## src/htw_pkg.sv

```systemverilog
// htw_pkg: shared types and constants of the timer wheel
// no dependencies
`timescale 1ns / 1ps
package htw_pkg;

  localparam int POOL_DEPTH = 64;
  localparam int IDX_W      = $clog2(POOL_DEPTH);
  localparam int CNT_W      = 7;
  localparam int Q_DEPTH    = 2;
  localparam int QP_W       = $clog2(Q_DEPTH);
  localparam int QC_W       = $clog2(Q_DEPTH + 1);

  typedef enum logic [1:0] {
    OP_ADD    = 2'd0,
    OP_CANCEL = 2'd1,
    OP_TICK   = 2'd2,
    OP_NONE   = 2'd3
  } op_t;

  typedef enum logic [1:0] {
    KIND_ADD    = 2'd0,
    KIND_CANCEL = 2'd1,
    KIND_FIRE   = 2'd2,
    KIND_DONE   = 2'd3
  } kind_t;

  typedef struct packed {
    op_t         op;
    logic [31:0] delay;
    logic [31:0] cancel_id;
  } cmd_t;

  typedef struct packed {
    kind_t            kind;
    logic [31:0]      result_id;
    logic             ok;
    logic [CNT_W-1:0] active_count;
    logic             last;
  } result_t;

  typedef struct packed {
    logic valid;
    cmd_t job;
  } qhead_t;

endpackage

```

## src/htw_front.sv

```systemverilog
// htw_front: takes commands, drops OP_NONE commands, queues the rest
// depends on htw_pkg
`timescale 1ns / 1ps
module htw_front (
  input  logic            clk,
  input  logic            rst,
  input  logic            start,
  output logic            busy,
  input  htw_pkg::cmd_t   cmd,
  output htw_pkg::qhead_t head,
  input  logic            pop
);

  htw_pkg::cmd_t                q_mem [htw_pkg::Q_DEPTH];
  logic [htw_pkg::QP_W-1:0]     wr_ptr;
  logic [htw_pkg::QP_W-1:0]     rd_ptr;
  logic [htw_pkg::QC_W-1:0]     q_cnt;
  logic                         push;
  logic                         do_pop;

  assign busy   = (q_cnt == htw_pkg::QC_W'(htw_pkg::Q_DEPTH));
  assign push   = start && !busy && (cmd.op != htw_pkg::OP_NONE);
  assign do_pop = pop && (q_cnt != '0);

  assign head.valid = (q_cnt != '0);
  assign head.job   = q_mem[rd_ptr];

  always_ff @(posedge clk) begin
    if (push) begin
      q_mem[wr_ptr] <= cmd;
    end
  end

  always_ff @(posedge clk) begin
    if (rst) begin
      wr_ptr <= '0;
      rd_ptr <= '0;
      q_cnt  <= '0;
    end else begin
      if (push) begin
        wr_ptr <= wr_ptr + 1'b1;
      end
      if (do_pop) begin
        rd_ptr <= rd_ptr + 1'b1;
      end
      if (push && !do_pop) begin
        q_cnt <= q_cnt + 1'b1;
      end else if (!push && do_pop) begin
        q_cnt <= q_cnt - 1'b1;
      end
    end
  end

endmodule

```

## config.mk

```make
export PLATFORM = sky130hd
export DESIGN_NAME = htw_front
export DESIGN_NICKNAME = d
export VERILOG_FILES = /design/src/htw_pkg.sv /design/src/htw_front.sv
export SDC_FILE = /design/constraint.sdc
export NUM_CORES = 1
export LEC_CHECK = 0
export BUFFER_PORTS_ARGS = -buffer_cell sky130_fd_sc_hd__buf_2
export CORE_ASPECT_RATIO = 1.5
export CORE_MARGIN = 2
export CORE_UTILIZATION = 49
export CTS_CLUSTER_SIZE = 25
export DETAILED_ROUTE_END_ITERATION = 10
export PLACE_DENSITY = 0.83
export SYNTH_ARGS = -nofsm -noshare
export SYNTH_HDL_FRONTEND = slang
export SYNTH_SLANG_ARGS = --single-unit
```

## constraint.sdc

```tcl
create_clock -name clk -period 8.2 [get_ports clk]
set_input_delay 1.23 -clock clk [delete_from_list [all_inputs] [get_ports clk]]
set_output_delay 1.23 -clock clk [all_outputs]
set_load 0.01 [all_outputs]
```

[Word level (Yosys, flattened, before mapping)]
Memory sizes are Yosys's and may differ from the RTL's. A register that Yosys moved wholly into a read port is not among the register bits.
Cells that the tools add are included.
Word-level totals
  register bits: 4
  memory bits (writable): 132
  input bits: 70
  output and inout port bits: 68
  word-level logic and storage cells: 26
  memories: 1
Memories
  q_mem: depth 2, bits a word 66, rd ports 1, clocked after memory_dff 1, wr ports 1, RTL line htw_front.sv:14  | htw_pkg::cmd_t q_mem [htw_pkg::Q_DEPTH];
Cells by class
  add/sub/neg operators: 4
  equal/unequal tests: 2
  muxes and demuxes: 6
  reductions and logical operators: 10
Operator list (count)
  $logic_and 1x1->1: 5
  $mux 1: 4
  $mux 2: 2
  $reduce_bool 2->1: 2
  $logic_not 1->1: 3
  $add 1x1->1 const B: 2
  $add 2x1->2 const B: 1
  $eq 2x2->1 const B: 1
  $ne 2x2->1 const B: 1
  $sub 2x1->2 const B: 1

[Depth between registers and ports, before layout]
  depth in word-level cells: 8
  mapped depth: 6
  depth with buffers taken out: 6

[Least setup slack after synthesis]
No wires, ideal clock.
  kind: input to register
  start: input cmd[64] (netlist name)
  end: memory q_mem[0][0] (netlist name) (enable)
  library setup time: 0.498 ns
  arrival time: 4.470 ns
  required time: 7.702 ns
  setup slack: 3.232 ns
  stages on the path: 2
  path buffers: 0
  cells stage by stage: a211oi_4 > nor2b_1
Between the ends
  longest elaborated chain between the ends: 4
RTL lines
  start: declaration: RTL line htw_front.sv:9  | input htw_pkg::cmd_t cmd,
  $ne 2x2->1: RTL line htw_front.sv:22  | assign push = start && !busy && (cmd.op != htw_pkg::OP_NONE);
  $logic_and 1x1->1: RTL line htw_front.sv:22
  $mux 1: RTL line htw_front.sv:29  | if (push) begin
  $mux 1 (not written as such): RTL line htw_front.sv:30  | q_mem[wr_ptr] <= cmd;
  end: declaration: RTL line htw_front.sv:14
Every way passes these cells.

==> results by group <==
Die
  – Num rows: 45
  – Initial core utilization: 0.499
  – Die width: 86.4 um
  – Die area: 11000 um^2
  – Core footprint: 10000 um^2
  – Die Ht: 128 um
  – I/O pin count: 138

Min path
  – Hold crit path type: reg -> reg
  – Worst hold path startpoint: rd_ptr

GRT
  – Initial antenna violation count: 2
  – Pin count of the biggest net entering global routing: 67
  – All-layer global routing usage: 0.160
  – Gr ovfl total: 0
  – Vias in the first global route: 2656
  – First-pass GRT wire length: 12.8 mm

STA
  – Fmax: 281 MHz
  – Final Cycle Share: 0.434
  – Clock skew: 0.0122 ns
  – Worst-Margin Slew: 0.880 ns
  – Crit path time final: 3.56 ns
  – Setup-failing EPs final: 0
  – Pins Over Slew Limit: 0
  – Fin. Hold Viols: 0
  – RSZ-0062 raised after global routing: false
  – PnR worst setup slack: 4.64 ns
  – Total negative slack: 0 ns
  – Worst rel slew slack: 0.413

Status
  – Outcome: finished, final reports clean

Place
  – Post-DP HPWL: 5.65 mm
  – Port Buf Inserts: 137
  – Dpl cell area: 5820 um^2
  – GPL Wtd Cong: 0.710
  – Placed Instances: 480
  – Worst slack, placed: 4.81 ns

Clocking
  – Num Clock Sinks: 137
  – Setup repair bufs after CTS: 0
  – H-tree levels: 4
  – Number of hold buffers added after cts: 0
  – Reg clk slew, reported paths: 0.06 ns
  – Post-CTS sizing: 0
  – Clock Latency Late Sink: 0.41 ns
  – Clock buffer count from CTS: 17
  – Clk buf depth: 2
  – Root Driver: clkbuf_16
  – TritonCTS clock tree: built

Final layout
  – Most frequent cells in the layout: buf_2, edfxtp_1, mux2_2
  – Most common cell after layout, fill and taps aside: buf_2
  – Layout Cell Area excl Fill: 6490 um^2
  – Final non-filler cell total: 514
  – Area growth syn-to-layout: 30.0%
  – FILL cells: 700
  – Share of post-route cells with drive strength above 1: 0.618
  – Layout net count: 453

Worst setup path
  – Worst setup EP type: primary output
  – Worst reg2reg endpoint: q_mem[1][44]
  – Register-to-Register Path Depth: 4
  – RR Startpoint: q_cnt[0]
  – Critical path peak fanout: 36
  – FF-to-FF setup slack: 5.74 ns
  – Critical Path RT: 6.97 ns
  – CP arrival: 2.33 ns
  – End point of the critical path: head[17]
  – CP Class: reg -> out
  – CP Launch Type: register

Drt
  – Post-Route WL: 8.76 mm
  – Via density: 5.07
  – DR DRC count: 0
  – Drt pass-1 iters: 4
  – Final ANT Viol Nets: 0
  – Via count: 2604
  – Iteration-0 DRC count of the detailed router: 109
  – Drt wl/cell: 17.0 um

Logic synthesis
  – Synth Warn #: 0
  – Synth top area cells: edfxtp_1, mux2_2, dfxtp_1
  – Mapped Cells: 230
  – Post-synth top area cell: edfxtp_1
  – Cell Area, Synth: 5000 um^2
  – Seq/Total Area, Yosys: 0.813
  – Mapped Avg Cell Area: 21.7 um^2
  – Mapped Nets: 301
  – Yosys top cell area share: 0.793
  – Cell variety after synth: 18
  – Synthesis-stage register bit count: 137

Power
  – Pwr dens: 339 nW/um^2
  – Max VDD drop: 0.221 mV
  – P_leak: 2.45 nW

Flow run
  – MaxCap Viol Count: 0
## layer usage
| metal | share of wire | up-vias | wire length [um] | global-route usage |
|---|---|---|---|---|
| met4 | 0.018 | 0 | 155 | 0.0892 |
| met5 | 0 | - | 0 | 0 |
| met1 | 0.35 | 1278 | 3100 | 0.159 |
| met2 | 0.57 | 98 | 4950 | 0.286 |
| li1 | - | 1215 | - | - |
| met3 | 0.063 | 13 | 548 | 0.0541 |
## registers in the layout, indices dropped and copies added, names as in the netlist, named ones only
name / count
q_mem: 132
q_cnt: 2
rd_ptr: 1
wr_ptr: 1
## synthesized netlist by cell type, drive strengths merged
library cell / number
a211oi: 1
a21oi: 1
and2: 1
buf: 7
dfxtp: 5
edfxtp: 132
ha: 1
inv: 1
mux2: 67
nor2: 4
nor2b: 3
o21ai: 2
or2: 1
or3: 1
xor2: 3
## per-stage QoR
step           power, mW  hold WS [ns]   util
2_1_floorplan       1.21         0.465      -
3_3_place_gp        1.37         0.490  0.580
3_5_place_dp        1.38         0.492  0.580
4_1_cts             2.23         0.529  0.648
5_1_grt             2.29         0.566  0.648
6_report            2.20         0.529  0.648
## power by group
group,leakage [nW],internal (mW),total [mW],switching [mW]
Clock,0.323,0.571,0.843,0.272
Sequential,1.26,0.872,0.918,0.0460
Combinational,0.866,0.216,0.442,0.226
Total,2.45,1.66,2.20,0.544
## critical path, stage by stage (launching register included)
cell and delay (ns):
dfxtp_2 0.81, buf_4 0.54, mux2_2 0.40, buf_2 0.15
## cell type report
| class | instances | area [um^2] | area share |
|---|---|---|---|
| tap | 117 | 146 | 0.0225 |
| antenna | 2 | 5.00 | 0.000771 |
| inverter | 1 | 3.75 | 0.000578 |
| clock buffer | 17 | 425 | 0.0655 |
| sequential | 137 | 4070 | 0.626 |
| timing repair buffer | 140 | 708 | 0.109 |
| multi-input combinational | 85 | 892 | 0.137 |
| clock inverter | 15 | 249 | 0.0383 |
## how the worst min path moves through the flow
| stage | end | slack (ns) | cells after the start |
|---|---|---|---|
| 2_1_floorplan | q_cnt[1] | 0.47 | 2 |
| 3_3_place_gp | q_cnt[1] | 0.49 | 2 |
| 3_5_place_dp | rd_ptr | 0.49 | 2 |
| 4_1_cts | register | 0.53 | 2 |
| 5_1_grt | register | 0.57 | 2 |
| 6_report | register | 0.53 | 2 |
## kinds of logic (layout without fill, tap and decap cells)
group                      count (synthesis)  count (layout)  synth area share
xor gates and xnor gates                   3               3           0.00526
adders and majority gates                  1               1           0.00250
other                                      0               2                 0
and+or+nand+nor                           10              10            0.0110
DFF                                      137             137             0.813
buffers and inverters                      8             173           0.00977
muxes                                     67              67             0.151
AOI/OAI and AO/OA                          4               4           0.00701
No activity file was read; power rests on OpenSTA's default activity.
